<file path="src/rtl/ss_pkg.sv">
// ----------------------------------------------------------------------------
// ss_pkg
// Shared types and constants for the searchable stack core.
// ----------------------------------------------------------------------------
package ss_pkg;

  // Default number of stack entries
  localparam int unsigned SS_DEPTH = 16;

  localparam int unsigned FUNC_W   = 3;
  localparam int unsigned WORD_W   = 32;
  localparam int unsigned STATUS_W = 3;

  // Operation codes
  typedef enum logic [FUNC_W-1:0] {
    FN_PUSH    = 3'd0,
    FN_SEARCH  = 3'd1,
    FN_MODIFY  = 3'd2,
    FN_DELETE  = 3'd3,
    FN_DISPLAY = 3'd4
  } func_e;

  // Result status codes
  typedef enum logic [STATUS_W-1:0] {
    ST_DONE      = 3'd0,
    ST_FOUND     = 3'd1,
    ST_NOT_FOUND = 3'd2,
    ST_EMPTY     = 3'd3,
    ST_FULL      = 3'd4
  } status_e;

  // Controller states
  typedef enum logic [3:0] {
    S_IDLE,
    S_SRCH_RD,
    S_SRCH_CHK,
    S_DEL_RD,
    S_DEL_CHK,
    S_SHF_RD,
    S_SHF_WR,
    S_DSP_RD,
    S_DSP_OUT,
    S_RESP
  } state_e;

  // One result beat handed from the controller to the output register
  typedef struct packed {
    logic                     valid;
    status_e                  status;
    logic signed [WORD_W-1:0] entry_value;
    logic                     last;
  } rsp_beat_t;

endpackage

</file>
<file path="src/rtl/ss_if.sv">
// ----------------------------------------------------------------------------
// ss_req_if / ss_rsp_if
// Valid/ready channels for operation requests and result beats.
// ----------------------------------------------------------------------------
interface ss_req_if import ss_pkg::*; ();
  logic                     valid;
  logic                     ready;
  logic [FUNC_W-1:0]        func;
  logic signed [WORD_W-1:0] key_value;
  logic signed [WORD_W-1:0] new_value;

  modport source (output valid, output func, output key_value, output new_value,
                  input ready);
  modport sink   (input valid, input func, input key_value, input new_value,
                  output ready);
endinterface

interface ss_rsp_if import ss_pkg::*; ();
  logic                     valid;
  logic                     ready;
  logic [STATUS_W-1:0]      status;
  logic signed [WORD_W-1:0] entry_value;
  logic                     last;

  modport source (output valid, output status, output entry_value, output last,
                  input ready);
  modport sink   (input valid, input status, input entry_value, input last,
                  output ready);
endinterface

</file>
<file path="src/rtl/searchable_stack_core.sv">
// Push, unused codes and empty-stack results go from accept straight to the closing beat.
// Search and modify scan every stored entry from the bottom; delete scans down from the
// top to the match, then shifts each entry above it down by one; display reads each entry.
// One operation at a time; the next is accepted once its last beat is handed to the output
// register and the controller is back in idle. A scan step is a read state then a check state.
// Reset clears the entry count and the control state; entry storage is not cleared.
// ----------------------------------------------------------------------------
// searchable_stack_core
// Bounded LIFO stack with search, modify, delete and display operations.
// ----------------------------------------------------------------------------
module searchable_stack_core import ss_pkg::*; #(
  parameter int unsigned DEPTH = SS_DEPTH
) (
  input  logic     clk_i,
  input  logic     rst_ni,
  ss_req_if.sink   req_i,
  ss_rsp_if.source rsp_o
);

  localparam int unsigned AW = $clog2(DEPTH);

  rsp_beat_t                beat;
  logic                     rsp_free;
  logic                     wr_en;
  logic [AW-1:0]            wr_addr;
  logic signed [WORD_W-1:0] wr_data;
  logic                     rd_en;
  logic [AW-1:0]            rd_addr;
  logic signed [WORD_W-1:0] rd_data;

  logic                     out_valid_q;
  status_e                  out_status_q;
  logic signed [WORD_W-1:0] out_value_q;
  logic                     out_last_q;

  ss_ctrl #(
    .DEPTH (DEPTH)
  ) u_ctrl (
    .clk_i       (clk_i),
    .rst_ni      (rst_ni),
    .req_valid_i (req_i.valid),
    .req_ready_o (req_i.ready),
    .req_func_i  (req_i.func),
    .req_key_i   (req_i.key_value),
    .req_new_i   (req_i.new_value),
    .rsp_free_i  (rsp_free),
    .rsp_beat_o  (beat),
    .wr_en_o     (wr_en),
    .wr_addr_o   (wr_addr),
    .wr_data_o   (wr_data),
    .rd_en_o     (rd_en),
    .rd_addr_o   (rd_addr),
    .rd_data_i   (rd_data)
  );

  ss_mem #(
    .DEPTH (DEPTH)
  ) u_mem (
    .clk_i     (clk_i),
    .wr_en_i   (wr_en),
    .wr_addr_i (wr_addr),
    .wr_data_i (wr_data),
    .rd_en_i   (rd_en),
    .rd_addr_i (rd_addr),
    .rd_data_o (rd_data)
  );

  // output register: free when empty or its beat leaves this cycle
  assign rsp_free = !out_valid_q || rsp_o.ready;

  always_ff @(posedge clk_i or negedge rst_ni) begin
    if (!rst_ni) begin
      out_valid_q <= 1'b0;
    end else if (rsp_free) begin
      out_valid_q <= beat.valid;
    end
  end

  always_ff @(posedge clk_i) begin
    if (rsp_free && beat.valid) begin
      out_status_q <= beat.status;
      out_value_q  <= beat.entry_value;
      out_last_q   <= beat.last;
    end
  end

  assign rsp_o.valid       = out_valid_q;
  assign rsp_o.status      = out_status_q;
  assign rsp_o.entry_value = out_value_q;
  assign rsp_o.last        = out_last_q;

endmodule

</file>
<file path="src/rtl/ss_mem.sv">
// ----------------------------------------------------------------------------
// ss_mem
// Entry storage: one write port, one read port with registered read data.
// ----------------------------------------------------------------------------
module ss_mem import ss_pkg::*; #(
  parameter int unsigned DEPTH = SS_DEPTH,
  localparam int unsigned AW   = $clog2(DEPTH)
) (
  input  logic                     clk_i,
  input  logic                     wr_en_i,
  input  logic [AW-1:0]            wr_addr_i,
  input  logic signed [WORD_W-1:0] wr_data_i,
  input  logic                     rd_en_i,
  input  logic [AW-1:0]            rd_addr_i,
  output logic signed [WORD_W-1:0] rd_data_o
);

  logic signed [WORD_W-1:0] mem_q [DEPTH];
  logic signed [WORD_W-1:0] rd_data_q;

  // write port
  always_ff @(posedge clk_i) begin
    if (wr_en_i) begin
      mem_q[wr_addr_i] <= wr_data_i;
    end
  end

  // read port, data held until the next read
  always_ff @(posedge clk_i) begin
    if (rd_en_i) begin
      rd_data_q <= mem_q[rd_addr_i];
    end
  end

  assign rd_data_o = rd_data_q;

endmodule

</file>
<file path="src/rtl/ss_ctrl.sv">
// ----------------------------------------------------------------------------
// ss_ctrl
// Operation sequencer: entry count, scan index and memory read/modify/write.
// ----------------------------------------------------------------------------
module ss_ctrl import ss_pkg::*; #(
  parameter int unsigned DEPTH = SS_DEPTH,
  localparam int unsigned AW   = $clog2(DEPTH),
  localparam int unsigned CW   = $clog2(DEPTH + 1)
) (
  input  logic                     clk_i,
  input  logic                     rst_ni,
  // request side
  input  logic                     req_valid_i,
  output logic                     req_ready_o,
  input  logic [FUNC_W-1:0]        req_func_i,
  input  logic signed [WORD_W-1:0] req_key_i,
  input  logic signed [WORD_W-1:0] req_new_i,
  // result side
  input  logic                     rsp_free_i,
  output rsp_beat_t                rsp_beat_o,
  // memory port
  output logic                     wr_en_o,
  output logic [AW-1:0]            wr_addr_o,
  output logic signed [WORD_W-1:0] wr_data_o,
  output logic                     rd_en_o,
  output logic [AW-1:0]            rd_addr_o,
  input  logic signed [WORD_W-1:0] rd_data_i
);

  state_e                   state_q, state_d;
  logic [CW-1:0]            idx_q, idx_d;
  logic [CW-1:0]            count_q, count_d;
  logic                     hit_q, hit_d;
  status_e                  status_q, status_d;
  logic [FUNC_W-1:0]        func_q, func_d;
  logic signed [WORD_W-1:0] key_q, key_d;
  logic signed [WORD_W-1:0] new_q, new_d;

  logic [CW-1:0] top_idx;
  logic [CW-1:0] idx_m1;
  logic [CW-1:0] idx_p1;
  logic          match;
  logic          at_top;
  logic          accept;

  assign top_idx = count_q - CW'(1);
  assign idx_m1  = idx_q - CW'(1);
  assign idx_p1  = idx_q + CW'(1);
  assign match   = (rd_data_i == key_q);
  assign at_top  = (idx_q == top_idx);
  assign accept  = req_valid_i && req_ready_o;

  // state and payload registers
  always_ff @(posedge clk_i or negedge rst_ni) begin
    if (!rst_ni) begin
      state_q <= S_IDLE;
      count_q <= '0;
    end else begin
      state_q <= state_d;
      count_q <= count_d;
    end
  end

  always_ff @(posedge clk_i) begin
    idx_q    <= idx_d;
    hit_q    <= hit_d;
    status_q <= status_d;
    func_q   <= func_d;
    key_q    <= key_d;
    new_q    <= new_d;
  end

  // next state, memory accesses and result beats
  always_comb begin
    state_d    = state_q;
    idx_d      = idx_q;
    count_d    = count_q;
    hit_d      = hit_q;
    status_d   = status_q;
    func_d     = func_q;
    key_d      = key_q;
    new_d      = new_q;
    req_ready_o = 1'b0;
    wr_en_o    = 1'b0;
    wr_addr_o  = idx_q[AW-1:0];
    wr_data_o  = new_q;
    rd_en_o    = 1'b0;
    rd_addr_o  = idx_q[AW-1:0];
    rsp_beat_o = '{valid: 1'b0, status: ST_DONE, entry_value: '0, last: 1'b1};

    case (state_q)
      S_IDLE: begin
        req_ready_o = 1'b1;
        if (accept) begin
          func_d   = req_func_i;
          key_d    = req_key_i;
          new_d    = req_new_i;
          hit_d    = 1'b0;
          status_d = ST_DONE;
          state_d  = S_RESP;
          case (func_e'(req_func_i))
            FN_PUSH: begin
              if (count_q == CW'(DEPTH)) begin
                status_d = ST_FULL;
              end else begin
                wr_en_o   = 1'b1;
                wr_addr_o = count_q[AW-1:0];
                wr_data_o = req_key_i;
                count_d   = count_q + CW'(1);
              end
            end
            FN_SEARCH, FN_MODIFY: begin
              if (count_q == '0) begin
                status_d = ST_EMPTY;
              end else begin
                idx_d   = '0;
                state_d = S_SRCH_RD;
              end
            end
            FN_DELETE: begin
              if (count_q == '0) begin
                status_d = ST_EMPTY;
              end else begin
                idx_d   = top_idx;
                state_d = S_DEL_RD;
              end
            end
            FN_DISPLAY: begin
              if (count_q == '0) begin
                status_d = ST_EMPTY;
              end else begin
                idx_d   = top_idx;
                state_d = S_DSP_RD;
              end
            end
            default: begin
              status_d = ST_DONE;
            end
          endcase
        end
      end

      // bottom-up scan for search and modify
      S_SRCH_RD: begin
        rd_en_o = 1'b1;
        state_d = S_SRCH_CHK;
      end
      S_SRCH_CHK: begin
        hit_d = hit_q | match;
        if (match && (func_e'(func_q) == FN_MODIFY)) begin
          wr_en_o = 1'b1;
        end
        if (at_top) begin
          if (hit_q | match) begin
            status_d = (func_e'(func_q) == FN_MODIFY) ? ST_DONE : ST_FOUND;
          end else begin
            status_d = ST_NOT_FOUND;
          end
          state_d = S_RESP;
        end else begin
          idx_d   = idx_p1;
          state_d = S_SRCH_RD;
        end
      end

      // top-down scan for the delete target
      S_DEL_RD: begin
        rd_en_o = 1'b1;
        state_d = S_DEL_CHK;
      end
      S_DEL_CHK: begin
        if (match) begin
          if (at_top) begin
            count_d  = top_idx;
            status_d = ST_DONE;
            state_d  = S_RESP;
          end else begin
            idx_d   = idx_p1;
            state_d = S_SHF_RD;
          end
        end else if (idx_q == '0) begin
          status_d = ST_NOT_FOUND;
          state_d  = S_RESP;
        end else begin
          idx_d   = idx_m1;
          state_d = S_DEL_RD;
        end
      end

      // close the gap: entry idx moves to idx-1
      S_SHF_RD: begin
        rd_en_o = 1'b1;
        state_d = S_SHF_WR;
      end
      S_SHF_WR: begin
        wr_en_o   = 1'b1;
        wr_addr_o = idx_m1[AW-1:0];
        wr_data_o = rd_data_i;
        if (at_top) begin
          count_d  = top_idx;
          status_d = ST_DONE;
          state_d  = S_RESP;
        end else begin
          idx_d   = idx_p1;
          state_d = S_SHF_RD;
        end
      end

      // display, top to bottom, one beat per entry
      S_DSP_RD: begin
        rd_en_o = 1'b1;
        state_d = S_DSP_OUT;
      end
      S_DSP_OUT: begin
        if (rsp_free_i) begin
          rsp_beat_o = '{valid: 1'b1, status: ST_DONE, entry_value: rd_data_i,
                         last: (idx_q == '0)};
          if (idx_q == '0) begin
            state_d = S_IDLE;
          end else begin
            idx_d   = idx_m1;
            state_d = S_DSP_RD;
          end
        end
      end

      // single closing beat
      S_RESP: begin
        if (rsp_free_i) begin
          rsp_beat_o = '{valid: 1'b1, status: status_q, entry_value: '0, last: 1'b1};
          state_d    = S_IDLE;
        end
      end

      default: begin
        state_d = S_IDLE;
      end
    endcase
  end

endmodule
</file>
<file path="src/flat_wrapper.sv">
// flat-port wrapper written by rule: the top's interface ports become plain ports
module searchable_stack_core_flat import ss_pkg::*;
#(
  parameter int unsigned DEPTH = SS_DEPTH
)
  (clk_i, rst_ni, req_i_valid, req_i_func, req_i_key_value, req_i_new_value, req_i_ready, rsp_o_valid, rsp_o_status, rsp_o_entry_value, rsp_o_last, rsp_o_ready);
  ss_req_if req_i_i ();
  ss_rsp_if rsp_o_i ();
  input  logic clk_i;
  input  logic rst_ni;
  input wire logic [$bits(req_i_i.valid)-1:0] req_i_valid;
  input wire logic [$bits(req_i_i.func)-1:0] req_i_func;
  input wire logic [$bits(req_i_i.key_value)-1:0] req_i_key_value;
  input wire logic [$bits(req_i_i.new_value)-1:0] req_i_new_value;
  output wire logic [$bits(req_i_i.ready)-1:0] req_i_ready;
  output wire logic [$bits(rsp_o_i.valid)-1:0] rsp_o_valid;
  output wire logic [$bits(rsp_o_i.status)-1:0] rsp_o_status;
  output wire logic [$bits(rsp_o_i.entry_value)-1:0] rsp_o_entry_value;
  output wire logic [$bits(rsp_o_i.last)-1:0] rsp_o_last;
  input wire logic [$bits(rsp_o_i.ready)-1:0] rsp_o_ready;
  assign req_i_i.valid = req_i_valid;
  assign req_i_i.func = req_i_func;
  assign req_i_i.key_value = req_i_key_value;
  assign req_i_i.new_value = req_i_new_value;
  assign req_i_ready = req_i_i.ready;
  assign rsp_o_valid = rsp_o_i.valid;
  assign rsp_o_status = rsp_o_i.status;
  assign rsp_o_entry_value = rsp_o_i.entry_value;
  assign rsp_o_last = rsp_o_i.last;
  assign rsp_o_i.ready = rsp_o_ready;
  searchable_stack_core #(.DEPTH(DEPTH)) u_core (.clk_i(clk_i), .rst_ni(rst_ni), .req_i(req_i_i), .rsp_o(rsp_o_i));
endmodule
</file>
<file path="config.mk">
export PLATFORM = sky130hd
export DESIGN_NAME = searchable_stack_core_flat
export DESIGN_NICKNAME = d
export VERILOG_FILES = /design/src/rtl/ss_pkg.sv /design/src/rtl/ss_if.sv /design/src/rtl/searchable_stack_core.sv /design/src/rtl/ss_mem.sv /design/src/rtl/ss_ctrl.sv /design/src/flat_wrapper.sv
export SDC_FILE = /design/constraint.sdc
export NUM_CORES = 1
export LEC_CHECK = 0
export ABC_AREA = 1
export BUFFER_PORTS_ARGS = -buffer_cell sky130_fd_sc_hd__buf_2
export CAP_MARGIN = 20
export CELL_PAD_IN_SITES_DETAIL_PLACEMENT = 1
export CELL_PAD_IN_SITES_GLOBAL_PLACEMENT = 1
export CORE_MARGIN = 5
export CORE_UTILIZATION = 35
export DETAILED_ROUTE_END_ITERATION = 6
export HOLD_SLACK_MARGIN = 0.1
export PLACE_DENSITY = 0.72
export SKIP_LAST_GASP = 1
export SLEW_MARGIN = 10
export SYNTH_ARGS = -nofsm -noshare
export SYNTH_HDL_FRONTEND = slang
export SYNTH_SLANG_ARGS = --single-unit
</file>
<file path="constraint.sdc">
create_clock -name clk_i -period 4.05 [get_ports clk_i]
set_input_delay 0.81 -clock clk_i [delete_from_list [all_inputs] [get_ports clk_i]]
set_output_delay 0.81 -clock clk_i [all_outputs]
set_load 0.1 [all_outputs]
</file>
[Word level (Yosys, flattened, before mapping)]
Memory sizes are Yosys's and may differ from the RTL's. A register that Yosys moved wholly into a read port is not among the register bits.
Cells that the tools add are included.
Word-level totals
  bits in registers: 122
  memory bits (writable): 512
  memories: 1
  input bits: 71
  output and inout port bits: 38
  word-level logic and storage cells: 131
Memory list
  u_core.u_mem.mem_q: words 16, bits a word 32, read ports 1, clocked after Yosys merged registers in 1, write ports 1, RTL line ss_mem.sv:18  | logic signed [WORD_W-1:0] mem_q [DEPTH];
Operators by class
  bitwise logic cells: 1
  equality and inequality tests: 28
  mux-type cells: 61
  reduce and logical (&&, ||, !) cells: 24
  $add $sub $neg: 4
Operator list (number)
  32-bit 2-to-1 mux: 3
  37-bit 2-to-1 mux: 2
  37-bit one-hot mux with 2 select lines: 1
  32-bit one-hot mux with 2 select lines: 1
  5-bit 2-to-1 mux: 12
  4-bit 2-to-1 mux: 13
  4-bit one-hot mux with 10 select lines: 1
  32-bit == test: 1
  3-bit 2-to-1 mux: 7
  5-bit one-hot mux with 4 select lines: 1
  4-bit by 3-bit == test with 1-bit output (second input constant): 4
  5-bit one-hot mux with 3 select lines: 1
  3-bit one-hot mux with 4 select lines: 1
  4-bit one-hot mux with 3 select lines: 1
  5-bit by 1-bit adder with 5-bit output (second input constant): 2
  5-bit logical NOT: 2
  1-bit 2-to-1 mux: 10
  5-bit one-hot mux with 2 select lines: 1
  5-bit by 1-bit subtractor with 5-bit output (second input constant): 2
  3-bit by 2-bit == test with 1-bit output (second input constant): 3
  3-bit != test (second input constant): 3
  4-bit by 2-bit == test with 1-bit output (second input constant): 2
  4-bit == test (second input constant): 2
  2-bit != test (second input constant): 4
  other kinds (28): 38

[Logic depth before layout (Yosys ltp)]
Gate-level depths: netlist of the first run.
  depth in word-level cells: 7
  mapped depth: 14
  depth with buffers taken out: 14

[By module]
A second synthesis of the first run with hierarchy kept.
Unflattened totals
  cell total of the unflattened synthesis: 2815
  area, all modules: 29632.2 um^2
By module, submodules not included
  ss_mem: times used 1, area each 23050.9 um^2, sequential area each 16335.7 um^2, cells an instance 2120
  ss_ctrl: times used 1, area each 5455.2 um^2, sequential area each 2507.4 um^2, cells an instance 653
  searchable_stack_core: times used 1, area each 1126.1 um^2, sequential area each 1106.1 um^2, cells an instance 42

[Worst setup path after synthesis of the first run]
OpenSTA, ideal clock, no wires.
  kind: input to register
  from: input req_i_valid
  to: memory u_core.u_mem.mem_q[1][0], enable pin
  path slack: -0.492 ns
  library setup time: 0.421 ns
  path buffers: 1
  stages: 9
  data arrival time: 4.121 ns
  path through: inv_1 nor2_4 nand3_2 buf_6 nand2_4 inv_2 a21oi_4 nand2_2 nor2_1
Between the ends
  cells in the longest elaborated chain, start to end: 5
  elaborated cells between the ends (all ways): 7
  classes of those cells: mux (6); reduce/logical (1)
RTL lines
  from (decl): RTL line flat_wrapper.sv:11  | input wire logic [$bits(req_i_i.valid)-1:0] req_i_valid;
  1-bit logical AND *: RTL line ss_ctrl.sv:51  | assign accept = req_valid_i && req_ready_o;
  1-bit 2-to-1 mux: RTL line ss_ctrl.sv:94  | if (accept) begin
  1-bit one-hot mux with 3 select lines: RTL line ss_ctrl.sv:91  | case (state_q)
  1-bit 2-to-1 mux: RTL line ss_mem.sv:23  | if (wr_en_i) begin
  1-bit 2-to-1 mux (implied by the code): RTL line ss_mem.sv:24  | mem_q[wr_addr_i] <= wr_data_i;
  to (decl): RTL line ss_mem.sv:18
Every way passes the cells marked *; elsewhere a longest branch is shown, timed or not.

[Final worst setup path of the first run]
  from: register u_core.u_ctrl.state_q[3]
  to: memory u_core.u_mem.mem_q[5][19], enable pin
Between the ends
  cells in the longest elaborated chain, start to end: 7
  elaborated cells between the ends (all ways): 11
  classes of those cells: eq/ne (2); mux (7); reduce/logical (2)
RTL lines
  from (decl): RTL line ss_ctrl.sv:30  | state_e state_q, state_d;
  from (signal assigned): RTL line ss_ctrl.sv:59  | state_q <= state_d;
  4-bit logical NOT: RTL line ss_ctrl.sv:91
  1-bit 2-to-1 mux: RTL line ss_ctrl.sv:91
  1-bit logical AND: RTL line ss_ctrl.sv:51
  1-bit 2-to-1 mux: RTL line ss_ctrl.sv:94
  1-bit one-hot mux with 3 select lines: RTL line ss_ctrl.sv:91
  1-bit 2-to-1 mux: RTL line ss_mem.sv:23
  1-bit 2-to-1 mux (implied by the code): RTL line ss_mem.sv:24
Several ways; a longest one is shown, not always the timed one.

==> impl_metrics.py, run 1 <==
metrics = {
    "finish": {
        "final_nets": 2472,
        "n_antenna_cell": 0,
        "area_growth_pct": 15.62,
        "final_core_util_pct": 40.95,
        "drive_above_1_share_pct": 13.75,
    },
    "setup_path": {
        "rrSetupSlack_ps": 670,
        "start_kind": "register",
        "r2r_cells": 10,
        "worstPathRequired_ps": 4370,
        "r2r-end": "u_core.u_mem.mem_q[5][19]",
        "r2r_start": "u_core.u_ctrl.state_q[3]",
        "arrival_ps": 3700,
        "cp_max_fo": 22,
        "endpoint_kind": "register",
        "path_class": "register to register",
    },
    "yosys": {
        "syn_area_um2": 27530,
        "synth.most_common_cell": "edfxtp_1",
        "ys_top_cells_by_count": "edfxtp_1, nand2_1, inv_1, a21oi_1, nor2_1",
        "synth_nets": 2333,
        "synth-seq-area-share_pct": 72.46,
        "synth_area_leaders": "edfxtp_1, nand2_1, a21oi_1",
        "synth.largest_area_cell": "edfxtp_1",
        "synth_edf_count": 656,
        "synth_top_area_share_pct": 71.55,
        "async_flop_share_pct": 1.502,
        "synth_seq_cells": 666,
        "synth-warning-count": 0,
        "synth_ff_type": "edfxtp_1",
        "syn_inst": 2258,
        "synth.avg_cell_area_um2": 12.19,
        "yosysUniqueCellTypes": 45,
    },
    "clocking": {
        "root_buffer": "clkbuf_16",
        "post-cts-setup-buffer-count": 0,
        "cts_tree": "built",
        "htreeDepth": 3,
        "cts_sinks": 666,
        "path_clk_slew_ps": 60,
        "cts_buffers": 69,
        "clockBufferDepth": 3,
        "worstSkewPairLatency_ps": 630,
    },
    "timing": {
        "finalCritPeriodShare_pct": 83.55,
        "slew_viol_final": 0,
        "hold_viol": 0,
        "period_needed_ps": 3384,
        "fmax_mhz": 295.5,
        "max_slew_margin_pct": 23.31,
        "tightest_slew_ps": 1148,
        "setup_viol": 0,
        "fin_ws_ps": 666.1,
        "rsz0062_at_grt": "false",
        "worst_clock_skew_ps": 32.14,
    },
    "power": {
        "p_leak_nw": 11.71,
        "ir_worst_vdd_mv": 0.5845,
        "p_total_mw": 25.95,
        "power_density_nw_per_um2": 815.1,
    },
    "drt": {
        "drt-met1-wl_um": 35250,
        "vias": 18500,
        "drc": 0,
        "dr_wl_met3_um": 5012,
        "top_layer": "met4",
        "finalWirelength_um": 80190,
        "vias_per_cell": 5.300,
        "ant_nets": 0,
        "drtPass1Iterations": 5,
        "wl_per_cell_um": 22.97,
        "drtIter0Drc": 1852,
        "wl_met2_um": 37790,
    },
    "min_path": {
        "min_from": "req_i_new_value[8]",
        "hold_path_class": "input pin to register",
        "hold_path_depth": 1,
        "hold_end": "u_core.u_ctrl.new_q[8]",
    },
    "global_route": {
        "antenna_found_initial": 0,
        "grt_pass1_wl_um": 120800,
        "grt_max_degree": 127,
        "grt-ovfl-total": 0,
        "grt_pass1_vias": 19550,
        "track_usage_pct": 18.35,
    },
    "die": {
        "io_pins": 109,
        "fp.dieH_um": 290.5,
        "die_area_um2": 84370,
        "start_util_pct": 35.42,
        "core_region_area_um2": 77720,
        "core.rowCount": 102,
        "die_x_um": 290.5,
    },
    "place": {
        "place_congestion": 0.8500,
        "pre_cts_ws_ps": 591.3,
        "io_buffers": 108,
        "dp_hpwl_um": 50840,
    },
    "run_status": {
        "outcome": "finished clean",
    },
    "run": {
        "drv_cap": 0,
    },
}
-- placed cells by master (no fill, tap or decap), types with 4 or more instances in the layout --
master,count
nand4_1,5
clkinv_1,23
a31oi_1,51
nor2_4,20
buf_2,108
o22ai_1,31
nor3_1,4
ha_1,4
nand2_1,543
nand3_1,101
clkbuf_1,10
nor2_2,5
buf_12,8
dfrtp_1,10
bufinv_16,4
o21ai_1,6
xnor2_1,9
clkbuf_16,71
buf_4,62
o21ai_0,101
nand2_2,7
o211ai_1,15
nor2_1,87
nand3_2,6
inv_1,204
a21oi_1,174
edfxtp_1,656
xor2_1,7
clkinv_2,13
a32o_1,64
inv_2,13
-- per-stage QoR --
| step | area [um^2] | setup TNS [ps] | hold WS (ps) | std cells |
|---|---|---|---|---|
| 2_1_floorplan | 27540 | -185340 | 514.4 | 2258 |
| 4_1_cts | 31830 | 0 | 319.4 | 3491 |
| 6_report | 31830 | 0 | 353.7 | 3491 |
| 3_3_place_gp | 29620 | 0 | 588.0 | 3365 |
| 3_5_place_dp | 29620 | 0 | 599.5 | 3365 |
| 5_1_grt | 31830 | 0 | 341.7 | 3491 |
-- sequential cells by signal, indices dropped and copies added, names as in the netlist --
signal                    cells
u_core.u_ctrl.hit_q           1
u_core.u_mem.rd_data_o       32
u_core.u_ctrl.new_q          32
u_core.u_ctrl.count_q         5
u_core.u_ctrl.func_q          3
u_core.u_ctrl.key_q          32
u_core.rsp_o.valid            1
u_core.u_mem.mem_q          512
u_core.u_ctrl.state_q         4
u_core.rsp_o.status           3
u_core.rsp_o.last             1
u_core.u_ctrl.idx_q           5
u_core.rsp_o.entry_value     32
u_core.u_ctrl.status_q        3
-- final cells by class --
type / count / area [um^2]
multi-input cells: 1259 / 6366
clock inverters: 43 / 367.9
repair buffers: 179 / 1176
fillers: 8224 / 45890
inverters: 222 / 842.1
well taps: 1040 / 1301
clock buffers: 82 / 1828
flip-flops and latches: 666 / 19950
-- cell families (layout without fill, tap and decap cells) --
group | count (synthesis) | after routing | share of synthesized area [%]
XOR/XNOR | 16 | 16 | 0.5090
flip-flops | 666 | 666 | 72.46
buffers and inverters | 333 | 526 | 4.917
AND/OR/NAND/NOR | 783 | 783 | 11.69
AO/OA/AOI/OAI | 456 | 456 | 10.24
adder cells (fa/ha/maj) | 4 | 4 | 0.1818
-- where the power goes --
| part | total [mW] | internal, mW | switching, mW | leakage (nW) |
|---|---|---|---|---|
| logic | 9.70 | 2.32 | 7.38 | 4.55 |
| clock network | 6.21 | 3.50 | 2.70 | 1.07 |
| registers | 10.0 | 9.63 | 0.407 | 6.09 |
-- routing by layer --
layer | global-route usage, % | vias to the layer above
met5 | 0 | -
met4 | 5.881 | 0
met3 | 2.835 | 114
met2 | 29.79 | 656
met1 | 25.55 | 9416
li1 | - | 8318
-- critical path: stages (launching register included) --
cell     delay (ps)
dfrtp_1         450
nor2_2          180
nand2_2         260
nor2_4          330
nand3_2         350
nand2_4         190
inv_2            70
o21ai_2         160
nand3_2         330
nor2_4          480
buf_12          250
-- worst max-delay path by stage --
stage	startpoint	to	depth (start not counted)
4_1_cts	u_core.u_ctrl.state_q[3]	u_core.u_mem.mem_q[1][0]	10
5_1_grt	u_core.u_ctrl.state_q[3]	u_core.u_mem.mem_q[1][16]	9
3_5_place_dp	req_i_func[1]	u_core.u_mem.mem_q[1][19]	10
3_3_place_gp	req_i_func[1]	u_core.u_mem.mem_q[6][19]	10
6_report	u_core.u_ctrl.state_q[3]	u_core.u_mem.mem_q[5][19]	10
2_1_floorplan	req_i_valid	u_core.u_mem.mem_q[1][0]	9
-- what timing repair did --
action / CTS / global route
gates resized for setup: 0 / 0
endpoints found under the hold margin: 10 / 0
hold buffers: 1 / 0
Note: power is estimated with default switching activity, not from simulation.
==> inputs of run 2 (changes only) <==
- PLACE_DENSITY: 0.72 -> 0.69
- clock period: 4.05 -> 3.4 ns (I/O delays scaled with it)
==> run 2 against run 1 <==
Critical path depth fell by 2. Wire length rose by 2.2%. Non-clock buffer count rose by 19. Clock skew fell by 1.7 ps. Sequential cell count did not move. Maximum frequency rose by 12%. Die area did not move. Sequential power rose by 19%. Clock power rose by 17%. Core utilization rose by 0.36 points. Cell count rose by 0.46%. Sequential share of layout area fell by 0.55 points. Critical path type unchanged. Critical endpoint is now u_core.u_mem.mem_q[12][11].
==> impl_metrics.py, run 2 (synthesis gave the netlist of run 1 again) <==
metrics = {
    "clocking": {
        "htreeDepth": 3,
        "post-cts-setup-buffer-count": 0,
        "root_buffer": "clkbuf_16",
        "path_clk_slew_ps": 60,
        "hold_buffers": 1,
        "cts_resized": 0,
        "cts_sinks": 666,
        "cts_tree": "built",
        "cts_buffers": 69,
        "worstSkewPairLatency_ps": 610,
        "clockBufferDepth": 3,
    },
    "setup_path": {
        "cp_max_fo": 29,
        "r2r_cells": 8,
        "startpoint": "u_core.u_ctrl.count_q[0]",
        "r2r_start": "u_core.u_ctrl.count_q[0]",
        "r2r-end": "u_core.u_mem.mem_q[12][11]",
        "cp_slowest_stage_delay_ps": 790,
        "rrSetupSlack_ps": 390,
        "worstPathRequired_ps": 3820,
        "start_kind": "register",
        "path_cells": "inv_2 -> ha_1 -> nand3_2 -> nand3_2 -> nand2_1 -> buf_4 -> o21ai_0 -> buf_4",
        "endpoint_kind": "register",
        "cp_slowest_cell": "o21ai_0",
        "arrival_ps": 3430,
        "path_class": "register to register",
    },
    "drt": {
        "wl_per_cell_um": 23.37,
        "drtIter0Drc": 1733,
        "finalWirelength_um": 81950,
        "drc": 0,
        "ant_nets": 0,
        "vias_per_cell": 5.298,
        "vias": 18580,
        "drtPass1Iterations": 6,
    },
    "finish": {
        "final_core_util_pct": 41.32,
        "area_growth_pct": 16.65,
        "drive_above_1_share_pct": 14.64,
        "mostFrequentLayoutCells": "edfxtp_1, nand2_1, inv_1",
        "largest-register": "u_core.u_mem.mem_q",
        "largest_reg_flops": 512,
        "layout_commonest_cell": "edfxtp_1",
        "regArea_um2": 19950,
        "finalNonFillerCells": 3507,
        "multiInputGateArea_um2": 6436,
        "final_nets": 2491,
        "n_fill_cell": 8232,
    },
    "die": {
        "fp.dieH_um": 290.5,
        "die_area_um2": 84370,
        "start_util_pct": 35.42,
        "io_pins": 109,
        "die_x_um": 290.5,
        "core.rowCount": 102,
        "core_region_area_um2": 77720,
    },
    "min_path": {
        "hold_end": "u_core.u_ctrl.new_q[21]",
        "min_from": "req_i_new_value[21]",
        "hold_path_depth": 1,
        "hold_path_class": "input pin to register",
    },
    "place": {
        "io_buffers": 108,
        "dp_hpwl_um": 50580,
        "place_inst": 3384,
        "place_congestion": 0.8330,
    },
    "timing": {
        "finalCritPeriodShare_pct": 88.48,
        "period_needed_ps": 3008,
        "hold_viol": 0,
        "worst_clock_skew_ps": 30.40,
        "tightest_slew_ps": 1048,
        "slew_viol_final": 0,
        "rsz0062_at_grt": "false",
        "max_slew_margin_pct": 30.13,
        "fmax_mhz": 332.4,
        "whs_ps": 250.9,
        "setup_viol": 0,
    },
    "global_route": {
        "track_usage_pct": 18.84,
        "antenna_found_initial": 0,
        "grt-ovfl-total": 0,
        "grt_pass1_wl_um": 124000,
        "grt_pass1_vias": 19950,
        "grt_max_degree": 194,
    },
    "power": {
        "ir_worst_vdd_mv": 0.7271,
        "power_density_nw_per_um2": 963.9,
        "p_total_mw": 30.95,
        "p_leak_nw": 11.81,
    },
    "run_status": {
        "outcome": "finished clean",
    },
    "run": {
        "drv_cap": 0,
    },
}
-- run 2: cell count changes in the layout (fill, tap and decap cells not counted), sizes merged --
cell / change
clkbuf: +2
inv: +3
diode: +1
clkinvlp: +1
clkinv: -10
buf: +19
-- run 2: worst max path at each step --
| stage | cells after the start | slack (ps) | end |
|---|---|---|---|
| after global placement | 10 | 310 | u_core.u_mem.mem_q[14][11] |
| after global routing | 14 | 280 | u_core.u_mem.mem_q[0][26] |
| final | 8 | 390 | u_core.u_mem.mem_q[12][11] |
| after floorplan | 9 | -100 | u_core.u_mem.mem_q[4][0] |
| after CTS | 8 | 340 | u_core.u_mem.mem_q[6][20] |
| after detailed placement | 10 | 220 | u_core.u_mem.mem_q[13][20] |
-- run 2: layer usage --
layer	vias up	GRT usage, %	share of wire, %
met2	543	31.97	49
met3	126	2.415	4.9
met4	0	6.287	2.9
met5	-	0	0
met1	9568	25.26	43
li1	8342	-	-
-- run 2: worst max-delay path: cells and delay by family, from the launching register on --
family / cells / cell delay (ps)
AOI/OAI and AO/OA: 1 / 790
DFF: 1 / 440
adders and majority gates: 1 / 270
and+or+nand+nor: 3 / 490
buffers and inverters: 3 / 780
-- run 2: stage by stage --
| stage | setup WS [ps] | area [um^2] | setup TNS (ps) |
|---|---|---|---|
| 2_1_floorplan | -96.91 | 27730 | -44370 |
| 3_3_place_gp | 312.0 | 29980 | 0 |
| 3_5_place_dp | 224.9 | 29990 | 0 |
| 4_1_cts | 338.7 | 32100 | 0 |
| 5_1_grt | 282.7 | 32110 | 0 |
| 6_report | 391.8 | 32110 | 0 |
-- run 2: cell type report --
type,count,area share [%]
clock inverter,37,0.9429
clock buffer,84,5.618
sequential,666,62.12
tap,1040,4.052
timing repair buffer,198,4.535
antenna,1,0.007792
multi-input combinational,1259,20.04
inverter,222,2.681
-- run 2: where the power goes --
part / leakage (nW) / switching (mW) / internal [mW]
sequential: 6.09 / 0.440 / 11.5
clock: 1.04 / 3.15 / 4.09
combinational: 4.68 / 8.88 / 2.92
